--- config.mk ---
export PLATFORM = sky130hd
export DESIGN_NAME = ir_pulse_width_packet_decoder
export DESIGN_NICKNAME = d
export VERILOG_FILES = /design/src/hw/rtl/irpd_pkg.sv /design/src/hw/rtl/ir_pulse_width_packet_decoder.sv /design/src/hw/rtl/irpd_decode.sv
export SDC_FILE = /design/constraint.sdc
export NUM_CORES = 1
export LEC_CHECK = 0
export BUFFER_PORTS_ARGS = -buffer_cell sky130_fd_sc_hd__buf_2
export CAP_MARGIN = 20
export CORE_UTILIZATION = 52
export DETAILED_ROUTE_END_ITERATION = 16
export HOLD_SLACK_MARGIN = 0.08
export PLACE_DENSITY_LB_ADDON = 0.3
export SYNTH_ARGS = -nofsm -noshare
export SYNTH_HDL_FRONTEND = slang
export SYNTH_HIERARCHICAL = 1
export SYNTH_SLANG_ARGS = --single-unit
--- constraint.sdc ---
create_clock -name i_clk -period 2.6 [get_ports i_clk]
set_input_delay 0.39 -clock i_clk [delete_from_list [all_inputs] [get_ports i_clk]]
set_output_delay 0.39 -clock i_clk [all_outputs]
set_load 0.1 [all_outputs]
--- src/hw/rtl/irpd_pkg.sv ---
// irpd_pkg: shared types, timing windows and codes for the ir pulse width packet decoder
// no dependencies; imported by irpd_decode and ir_pulse_width_packet_decoder
`timescale 1ns / 1ps
`default_nettype none

package irpd_pkg;

    // timing window bounds, quarter milliseconds, exclusive on both sides
    localparam logic [7:0] T_3MS_LO  = 8'd10;
    localparam logic [7:0] T_3MS_HI  = 8'd14;
    localparam logic [7:0] T_6MS_LO  = 8'd22;
    localparam logic [7:0] T_6MS_HI  = 8'd26;
    localparam logic [7:0] T_1MS_LO  = 8'd2;
    localparam logic [7:0] T_2MS_LO  = 8'd6;
    localparam logic [7:0] T_END_GAP = 8'd14;
    localparam logic       ONE_BIT   = 1'b1;

    localparam int DATA_W = 9;

    // header kinds
    localparam logic [1:0] HDR_NONE   = 2'd0;
    localparam logic [1:0] HDR_NORMAL = 2'd1;
    localparam logic [1:0] HDR_BEACON = 2'd2;

    // opcodes
    localparam logic OP_SAMPLE = 1'b0;
    localparam logic OP_TAKE   = 1'b1;

    // receiver phase, one-hot; a left shift steps to the next data bit
    typedef enum logic [10:0] {
        ST_PRE  = 11'b000_0000_0001,
        ST_SYNC = 11'b000_0000_0010,
        ST_BIT1 = 11'b000_0000_0100,
        ST_BIT2 = 11'b000_0000_1000,
        ST_BIT3 = 11'b000_0001_0000,
        ST_BIT4 = 11'b000_0010_0000,
        ST_BIT5 = 11'b000_0100_0000,
        ST_BIT6 = 11'b000_1000_0000,
        ST_BIT7 = 11'b001_0000_0000,
        ST_BIT8 = 11'b010_0000_0000,
        ST_BIT9 = 11'b100_0000_0000
    } t_phase;

    typedef struct packed {
        logic       opcode;
        logic [7:0] mark_time;
        logic [7:0] space_time;
    } t_item;

    typedef struct packed {
        logic              packet_ready;
        logic [1:0]        header_kind;
        logic [3:0]        bit_total;
        logic [DATA_W-1:0] payload;
    } t_result;

    function automatic logic in_win(input logic [7:0] v, input logic [7:0] lo,
                                    input logic [7:0] hi);
        return (v > lo) && (v < hi);
    endfunction

endpackage

`default_nettype wire

--- src/hw/rtl/ir_pulse_width_packet_decoder.sv ---
// ir_pulse_width_packet_decoder: top level, input register, decode core, result register
// depends on irpd_pkg and irpd_decode
`timescale 1ns / 1ps
`default_nettype none

// channel   | dir | tdata (low bit up)                          | tuser
// ----------+-----+---------------------------------------------+----------------
// s_axis    | in  | mark_time[7:0], space_time[15:8]            | opcode
// m_axis    | out | header_kind[1:0], bit_total[5:2],           | packet_ready
//           |     | payload[14:6], zero[15]                     |
//
// one word accepted per cycle while m_axis is not stalled, one result word per input word
// registered twice: input register, then decode into the result register
// the receiver state updates when a word moves from the input register to the result register
// a stall on m_axis holds the result register; the input register still takes one more word
// synchronous active-low reset clears the receiver and both valid flags

module ir_pulse_width_packet_decoder import irpd_pkg::*; (
    input  wire logic        i_clk,
    input  wire logic        i_rst_n,
    input  wire logic        s_axis_tvalid,
    output logic             s_axis_tready,
    input  wire logic [15:0] s_axis_tdata,   // mark_time[7:0], space_time[15:8]
    input  wire logic        s_axis_tuser,   // opcode
    output logic             m_axis_tvalid,
    input  wire logic        m_axis_tready,
    output logic [15:0]      m_axis_tdata,   // header_kind, bit_total, payload, pad
    output logic             m_axis_tuser    // packet_ready
);

    // input register
    logic    r_in_valid;
    t_item   r_in_item;

    // result register
    logic    r_out_valid;
    t_result r_out;

    logic    step;
    t_result dec_result;

    // word leaves the input register when the result register is free or draining
    assign step          = r_in_valid && (!r_out_valid || m_axis_tready);
    assign s_axis_tready = !r_in_valid || step;

    irpd_decode u_decode (
        .i_clk    (i_clk),
        .i_rst_n  (i_rst_n),
        .i_step   (step),
        .i_item   (r_in_item),
        .o_result (dec_result)
    );

    always_ff @(posedge i_clk) begin
        if (!i_rst_n) begin
            r_in_valid <= 1'b0;
        end else if (s_axis_tready) begin
            r_in_valid <= s_axis_tvalid;
        end
    end

    always_ff @(posedge i_clk) begin
        if (s_axis_tready && s_axis_tvalid) begin
            r_in_item.opcode     <= s_axis_tuser;
            r_in_item.mark_time  <= s_axis_tdata[7:0];
            r_in_item.space_time <= s_axis_tdata[15:8];
        end
    end

    always_ff @(posedge i_clk) begin
        if (!i_rst_n) begin
            r_out_valid <= 1'b0;
        end else if (step) begin
            r_out_valid <= 1'b1;
        end else if (m_axis_tready) begin
            r_out_valid <= 1'b0;
        end
    end

    always_ff @(posedge i_clk) begin
        if (step) begin
            r_out <= dec_result;
        end
    end

    assign m_axis_tvalid = r_out_valid;
    assign m_axis_tuser  = r_out.packet_ready;
    assign m_axis_tdata  = {1'b0, r_out.payload, r_out.bit_total, r_out.header_kind};

    // an empty result register never blocks the input side
    a_ready_when_empty: assert property (@(posedge i_clk) disable iff (!i_rst_n)
        !r_out_valid |-> s_axis_tready)
        else $error("input stalled with empty result register");

    // a buffered word is not dropped while the output stalls
    a_hold_input: assert property (@(posedge i_clk) disable iff (!i_rst_n)
        (r_in_valid && r_out_valid && !m_axis_tready) |=> r_in_valid)
        else $error("buffered word lost during output stall");

    // a delivered packet has a legal bit count and a header
    a_packet_shape: assert property (@(posedge i_clk) disable iff (!i_rst_n)
        (r_out_valid && r_out.bit_total != 4'd0) |->
        ((r_out.bit_total == 4'd5 || r_out.bit_total == 4'd7 ||
          r_out.bit_total == 4'd8 || r_out.bit_total == 4'd9) &&
         (r_out.header_kind == HDR_NORMAL || r_out.header_kind == HDR_BEACON)))
        else $error("malformed packet delivered");

endmodule

`default_nettype wire

--- src/hw/rtl/irpd_decode.sv ---
// irpd_decode: receiver state and per-word decode, state updated on each processed word
// depends on irpd_pkg
`timescale 1ns / 1ps
`default_nettype none

module irpd_decode import irpd_pkg::*; (
    input  wire logic    i_clk,
    input  wire logic    i_rst_n,
    input  wire logic    i_step,
    input  wire t_item   i_item,
    output t_result      o_result
);

    t_phase            r_phase, n_phase;
    logic              r_held, n_held;
    logic [DATA_W-1:0] r_shift, n_shift;
    logic [1:0]        r_kind, n_kind;
    logic [3:0]        r_count, n_count;

    logic              bit_val;
    logic              bit_ok;
    logic              may_end;
    logic [3:0]        bit_no;
    logic [DATA_W-1:0] shifted;

    // data bit number of the current phase, and whether a packet may end after it
    always_comb begin
        bit_no  = 4'd0;
        may_end = 1'b0;
        unique case (r_phase)
            ST_BIT1: bit_no = 4'd1;
            ST_BIT2: bit_no = 4'd2;
            ST_BIT3: bit_no = 4'd3;
            ST_BIT4: bit_no = 4'd4;
            ST_BIT5: begin bit_no = 4'd5; may_end = 1'b1; end
            ST_BIT6: bit_no = 4'd6;
            ST_BIT7: begin bit_no = 4'd7; may_end = 1'b1; end
            ST_BIT8: begin bit_no = 4'd8; may_end = 1'b1; end
            ST_BIT9: begin bit_no = 4'd9; may_end = 1'b1; end
            default: bit_no = 4'd0;
        endcase
    end

    always_comb begin
        bit_ok  = 1'b1;
        bit_val = 1'b0;
        if (in_win(i_item.mark_time, T_1MS_LO, T_2MS_LO)) begin
            bit_val = 1'b0;
        end else if (in_win(i_item.mark_time, T_2MS_LO, T_3MS_LO)) begin
            bit_val = ONE_BIT;
        end else begin
            bit_ok = 1'b0;
        end
    end

    assign shifted = {r_shift[DATA_W-2:0], bit_val};

    always_comb begin
        n_phase  = r_phase;
        n_held   = r_held;
        n_shift  = r_shift;
        n_kind   = r_kind;
        n_count  = r_count;
        o_result = '0;

        if (i_item.opcode == OP_TAKE) begin
            if (r_held) begin
                o_result.packet_ready = 1'b1;
                o_result.header_kind  = r_kind;
                o_result.bit_total    = r_count;
                o_result.payload      = r_shift;
                n_held  = 1'b0;
                n_shift = '0;
                n_kind  = HDR_NONE;
                n_count = 4'd0;
            end
        end else begin
            if (!r_held) begin
                unique case (r_phase)
                    ST_PRE: begin
                        if (in_win(i_item.mark_time, T_3MS_LO, T_3MS_HI) &&
                            in_win(i_item.space_time, T_6MS_LO, T_6MS_HI)) begin
                            n_phase = ST_SYNC;
                        end
                    end
                    ST_SYNC: begin
                        priority if (in_win(i_item.mark_time, T_6MS_LO, T_6MS_HI) &&
                                     in_win(i_item.space_time, T_2MS_LO, T_3MS_LO)) begin
                            n_kind  = HDR_BEACON;
                            n_phase = ST_BIT1;
                        end else if (in_win(i_item.mark_time, T_3MS_LO, T_3MS_HI) &&
                                     in_win(i_item.space_time, T_2MS_LO, T_3MS_LO)) begin
                            n_kind  = HDR_NORMAL;
                            n_phase = ST_BIT1;
                        end else begin
                            n_phase = ST_PRE;
                            n_shift = '0;
                            n_kind  = HDR_NONE;
                            n_count = 4'd0;
                        end
                    end
                    ST_BIT1, ST_BIT2, ST_BIT3, ST_BIT4, ST_BIT5,
                    ST_BIT6, ST_BIT7, ST_BIT8, ST_BIT9: begin
                        priority if (bit_ok &&
                                     in_win(i_item.space_time, T_2MS_LO, T_3MS_LO) &&
                                     r_phase != ST_BIT9) begin
                            n_shift = shifted;
                            n_phase = t_phase'(r_phase << 1);
                        end else if (bit_ok && may_end &&
                                     i_item.space_time > T_END_GAP) begin
                            n_shift = shifted;
                            n_count = bit_no;
                            n_phase = ST_PRE;
                            n_held  = 1'b1;
                        end else begin
                            // bad timing, ninth-bit overrun included
                            n_phase = ST_PRE;
                            n_shift = '0;
                            n_kind  = HDR_NONE;
                            n_count = 4'd0;
                        end
                    end
                    default: n_phase = ST_PRE;
                endcase
            end
            o_result.packet_ready = n_held;
        end
    end

    always_ff @(posedge i_clk) begin
        if (!i_rst_n) begin
            r_phase <= ST_PRE;
            r_held  <= 1'b0;
            r_shift <= '0;
            r_kind  <= HDR_NONE;
            r_count <= 4'd0;
        end else if (i_step) begin
            r_phase <= n_phase;
            r_held  <= n_held;
            r_shift <= n_shift;
            r_kind  <= n_kind;
            r_count <= n_count;
        end
    end

endmodule

`default_nettype wire
* Word level (Yosys, flattened, before mapping)
Cells that the tools add are included.
Storage, ports and cells: flip-flop bits (word level) 62, input bits 21, output and inout bits 19, word-level logic and storage cells 119
Cells by class: order comparisons 13, eq/ne operators 19, muxes and demuxes 43, bitwise gates (word level) 2, reductions and logical operators 28
Operator list (number):
- 2-to-1 mux 9 bit | 7
- one-hot mux 4 bit (9 select lines) | 1
- 2-to-1 mux 11 bit | 3
- one-hot mux 11 bit (3 select lines) | 1
- 2-to-1 mux 4 bit | 7
- < comparator 8 x 4 -> 1 bit (second input constant) | 3
- one-hot mux 9 bit (2 select lines) | 1
- > comparator 8 x 3 -> 1 bit (second input constant) | 2
- > comparator 8 x 4 -> 1 bit (second input constant) | 2
- > comparator 8 x 5 -> 1 bit (second input constant) | 2
- < comparator 8 x 5 -> 1 bit (second input constant) | 2
- 2-to-1 mux 16 bit | 1
- logical AND 1 bit | 15
- 2-to-1 mux 1 bit | 13
- 2-to-1 mux 2 bit | 6
- != test 3 bit (second input constant) | 4
- AND reduction 6 bit | 2
- == test 11 x 1 -> 1 bit (second input constant) | 1
- == test 11 x 10 -> 1 bit (second input constant) | 1
- == test 11 bit (second input constant) | 1
- == test 11 x 2 -> 1 bit (second input constant) | 1
- == test 11 x 3 -> 1 bit (second input constant) | 1
- == test 11 x 4 -> 1 bit (second input constant) | 1
- == test 11 x 5 -> 1 bit (second input constant) | 1
- other kinds (22) | 26

* Longest topological paths before layout
depth in word-level cells 11, gate-level depth with buffers 9, depth with buffers taken out 7

* Hierarchy
The synthesis kept the hierarchy.
By module, submodules not included:
- irpd_decode | times used 1, cells an instance 237, area an instance 1900.6 um^2, sequential area each 540.5 um^2
- ir_pulse_width_packet_decoder | times used 1, cells an instance 44, area an instance 1106.1 um^2, sequential area each 1031.0 um^2

* Worst setup path before layout
Ideal clock, no wire load.
kind register -> register, from reg r_out_valid, in the netlist m_axis_tvalid, to reg u_decode.r_phase[0], library setup time 130 ps, arrival 2958 ps, data required time 2470 ps, setup slack -488 ps, stages on the path, launching flop included 7, buffers on the path 0, clock period less this slack 3088 ps, cells stage by stage dfxtp_1 -> nor2b_4 -> nor2b_1 -> nand2_1 -> a21oi_1 -> o221a_2 -> o21ai_1
Between the ends: cells in the longest elaborated chain, start to end 4
Ends and longest elaborated chain:
- from (decl) | RTL line ir_pulse_width_packet_decoder.sv:36 | logic r_out_valid;
- from (signal assigned) | RTL line ir_pulse_width_packet_decoder.sv:72 | r_out_valid <= 1'b0;
- from (signal assigned) | RTL line ir_pulse_width_packet_decoder.sv:74 | r_out_valid <= 1'b1;
- from (signal assigned) | RTL line ir_pulse_width_packet_decoder.sv:76 | r_out_valid <= 1'b0;
- logical NOT 1 bit | RTL line ir_pulse_width_packet_decoder.sv:43 | assign step = r_in_valid && (!r_out_valid || m_axis_tready);
- logical OR 1 bit | RTL line ir_pulse_width_packet_decoder.sv:43
- logical AND 1 bit | RTL line ir_pulse_width_packet_decoder.sv:43
- net step | RTL line ir_pulse_width_packet_decoder.sv:39 | logic step;
- AND reduction 4 bit (no line)
- to (signal assigned) | RTL line irpd_decode.sv:138 | r_phase <= n_phase;
- to (decl) | RTL line irpd_decode.sv:14 | t_phase r_phase, n_phase;
The timed path passes the listed nets, and every way through them passes these cells. A chain may end at the register's enable or synchronous reset.

* Worst setup path after layout
from reg u_decode.r_phase[5], to reg u_decode.r_shift[2]
Between the ends: cells in the longest elaborated chain, start to end 10, elaborated cells on any way between the ends 26, classes of those cells eq/ne: 13; mux: 6; reduce/logical: 7
Ends and longest elaborated chain:
- == test 11 x 7 -> 1 bit, or another cell as far along | RTL line irpd_decode.sv:30, irpd_decode.sv:79
- OR reduction 4 bit (no line)
- 2-to-1 mux 1 bit | RTL line irpd_decode.sv:30 | unique case (r_phase)
- logical AND 1 bit (2 in series) | RTL line irpd_decode.sv:109 | end else if (bit_ok && may_end &&
- 2-to-1 mux 9 bit | RTL line irpd_decode.sv:109
- 2-to-1 mux 9 bit | RTL line irpd_decode.sv:104 | priority if (bit_ok &&
- one-hot mux 9 bit (2 select lines) | RTL line irpd_decode.sv:79 | unique case (r_phase)
- 2-to-1 mux 9 bit | RTL line irpd_decode.sv:78 | if (!r_held) begin
- 2-to-1 mux 9 bit | RTL line irpd_decode.sv:66 | if (i_item.opcode == OP_TAKE) begin
- to (signal assigned) | RTL line irpd_decode.sv:140 | r_shift <= n_shift;
- to (decl) | RTL line irpd_decode.sv:16 | logic [DATA_W-1:0] r_shift, n_shift;
Several ways; a longest one is shown, not always the timed one. The select of a mux whose other input is x is not followed.

==> impl_metrics.json <==
{
  "status": "finished, final reports clean",
  "p_leak_uw": 0.00140,
  "synth_nets": 302,
  "hpwl_um": 4160,
  "antenna_found_initial": 0,
  "grtUsageTotal": 0.208,
  "p_total_uw": 2150,
  "wl_per_cell_um": 14.3,
  "end_kind": "register",
  "drt-total-wl_um": 5850,
  "crit_required_ns": 2.83,
  "regToRegStartpoint": "u_decode/r_phase[5]$_SDFFE_PN0P_",
  "nNetsFinal": 354,
  "yosys_warnings": 6,
  "seq_area_frac_synth": 0.523,
  "core_um2": 5540,
  "holdPathStages": 1,
  "dieArea_um2": 6090,
  "crit_arrival_ns": 2.73,
  "pre_cts_ws_ns": 0.0282,
  "final_layout_size_suffix_gt1_frac": 0.269,
  "syn-mean-instance-area_um2": 10.7,
  "row_count": 27,
  "htree_levels": 3,
  "tightest_slew_ns": 0.863,
  "fin_skew_ns": 0.0131,
  "irDropWorstVdd_mv": 0.434,
  "cts_tree": "done",
  "yosysTopAreaCell": "edfxtp_1",
  "clock.fmax_ghz": 0.400,
  "synth_area_leaders": "edfxtp_1 (33%), dfxtp_1 (19%), and3_1 (4.0%)",
  "vias_per_cell": 5.71,
  "drt_pre_antenna_iters": 4,
  "grt_max_degree": 28,
  "grt-ovfl-total": 0,
  "grt_pass1_vias": 2152,
  "ant_nets": 0,
  "vias": 2343,
  "r2r_cells": 6,
  "rsz0062_at_grt": "no",
  "min_period_over_period": 0.962,
  "nFillCells": 459,
  "post-route-drc-count": 0,
  "clock_sink_count": 62,
  "synth_edf_count": 33,
  "worstSetupStartpointType": "register",
  "cellPowerDensity_nw_per_um2": 599,
  "cts_buffer_depth": 2,
  "die_w_um": 78.0,
  "worstHoldStart": "s_axis_tdata[11]",
  "max-slew-margin-rel": 0.425,
  "drtIter0Drc": 170,
  "worstSetupPathType": "register to register",
  "synth_cell_types": 61,
  "hold_viol_final": 0,
  "initial_core_util": 0.543,
  "antenna_cells": 0,
  "async_flop_share": 0,
  "clock_latency_ns": 0.34,
  "synth_ff_type": "edfxtp_1",
  "setup_viol": 0,
  "max_cap_viol_count": 0,
  "gp_congestion": 0.909,
  "timing.final.ws_setup_ns": 0.0977,
  "r2r_slack_ns": 0.1,
  "timing.rr.end": "u_decode/r_shift[2]$_SDFFE_PN0P_",
  "postCtsHoldBufs": 0,
  "cts.clk_slew.worst_paths_ns": 0.07,
  "synth_top_area_frac": 0.330,
  "areaGrowthSynthToFinish_pct": 19.1,
  "hold_path.class": "input port to register",
  "slew_viol_final": 0,
  "yosys_register_bits": 62,
  "portBuffers": 38,
  "io_pins": 40,
  "die-height_um": 78.0,
  "crit_fanout": 9,
  "min_to": "r_in_item[3]$_DFFE_PP_",
  "grt_pass1_wl_um": 9730,
  "synthCells": 281,
  "fin_tns_setup_ns": 0,
  "root_buffer": "clkbuf_8",
  "fin_crit_ns": 2.50,
  "synth_area_um2": 3010,
  "numCtsBuffers": 9
}
==> synth_stat cells (4+ instances only) <==
cell type	n
nand3_1	13
nor4_1	5
o21a_1	4
edfxtp_1	33
o21ai_0	8
dfxtp_1	29
and3_1	19
a22o_1	4
xor2_1	4
a31o_1	8
inv_1	4
nand2_1	25
clkbuf_1	14
a21boi_1	9
nor3_1	14
nor2_1	9
a21oi_1	4
==> final cells by class <==
| class | instances | area [um2] | area share |
|---|---|---|---|
| inverter | 4 | 15.0 | 0.00419 |
| multi-input combinational | 195 | 1330 | 0.372 |
| timing repair buffer | 61 | 363 | 0.101 |
| clock inverter | 5 | 56.3 | 0.0157 |
| tap | 72 | 90.1 | 0.0252 |
| clock buffer | 11 | 151 | 0.0423 |
| sequential | 62 | 1570 | 0.439 |
==> cells by family after synthesis <==
kind of cell    Yosys count  synth area share
flops                    62             0.523
other cells               1           0.00125
buf+inv                  24            0.0395
simple gates            122             0.239
xor+xnor                  5            0.0146
mux                       3            0.0104
compound gates           64             0.172
==> per-stage QoR <==
step	util	std cells	hold slack, ns	instance area [um2]
4_1_cts	0.645	410	0.214	3570
3_5_place_dp	0.607	394	0.467	3360
2_1_floorplan	-	281	0.441	3010
5_1_grt	0.646	410	0.208	3580
6_report	0.646	410	0.224	3580
3_3_place_gp	0.607	394	0.458	3360
==> routing by layer <==
metal	wire length, um	vias to the layer above	global-route usage	share of wire
li1	-	1178	-	-
met1	2680	1090	0.267	0.46
met2	2780	66	0.334	0.48
met3	280	9	0.0512	0.048
met4	102	0	0.0907	0.017
met5	0	-	0	0
==> layout by cell type (no fill, tap or decap), types with 2 or more instances in the layout <==
cell type / n
clkbuf_8: 11
o21a_1: 4
buf_4: 23
and3b_1: 2
nor3b_1: 3
a22o_1: 4
and4_1: 3
mux2i_1: 2
nor2b_4: 2
nand3b_1: 2
inv_1: 4
clkinv_2: 2
and3_1: 19
nor4_1: 5
o211ai_1: 3
buf_2: 38
a21boi_1: 9
o2111ai_1: 3
nand2_1: 25
o21ai_1: 3
and2_1: 2
dfxtp_1: 29
a31o_1: 8
nor3_1: 14
a21o_1: 2
o21ai_0: 8
nor2_1: 9
xor2_1: 4
edfxtp_1: 33
or3_1: 2
nand3_1: 13
nor2b_1: 2
nand2b_1: 3
a31oi_1: 2
nand4b_1: 2
a21oi_1: 4
or4_4: 2
nor4b_1: 2
nand4_1: 3
or4b_1: 2
==> report_power, final <==
group	internal (uW)	switching, uW	total [uW]
sequential	1060	15.4	1080
combinational	41.2	152	193
clock	495	380	875
total	1600	548	2150
==> critical path: stages, from the launching register on <==
cell     delay, ns
dfxtp_1       0.35
or4_4         0.56
or4_4         0.52
o41ai_4       0.39
a31oi_4       0.07
or2_4         0.29
a31o_1        0.21
==> registers in the layout (all words and copies together) (netlist names) <==
name              cells
m_axis_tdata         15
m_axis_tuser          1
m_axis_tvalid         1
r_in_item            17
r_in_valid            1
u_decode/r_count      4
u_decode/r_held       1
u_decode/r_kind       2
u_decode/r_phase     11
u_decode/r_shift      9
==> how the worst max path moves through the flow <==
stage,startpoint,end,slack [ns],cells after the start
finish,u_decode/r_phase[5]$_SDFFE_PN0P_,u_decode/r_shift[2]$_SDFFE_PN0P_,0.1,6
global route,u_decode/r_phase[5]$_SDFFE_PN0P_,u_decode/r_shift[1]$_SDFFE_PN0P_,0.03,6
CTS,u_decode/r_phase[5]$_SDFFE_PN0P_,u_decode/r_shift[2]$_SDFFE_PN0P_,0.008,6
floorplan,u_decode/r_phase[7]$_SDFFE_PN0P_,u_decode/r_shift[1]$_SDFFE_PN0P_,-0.03,9
detailed placement,u_decode/r_phase[5]$_SDFFE_PN0P_,u_decode/r_shift[1]$_SDFFE_PN0P_,0.03,6
global placement,u_decode/r_phase[5]$_SDFFE_PN0P_,u_decode/r_shift[1]$_SDFFE_PN0P_,0.08,6
==> repair_timing <==
action,4_1_cts,5_1_grt
endpoints found under the setup margin,0,11
gates resized for setup,0,2
setup buffers,0,0
No activity file was read; power rests on OpenSTA's default activity.
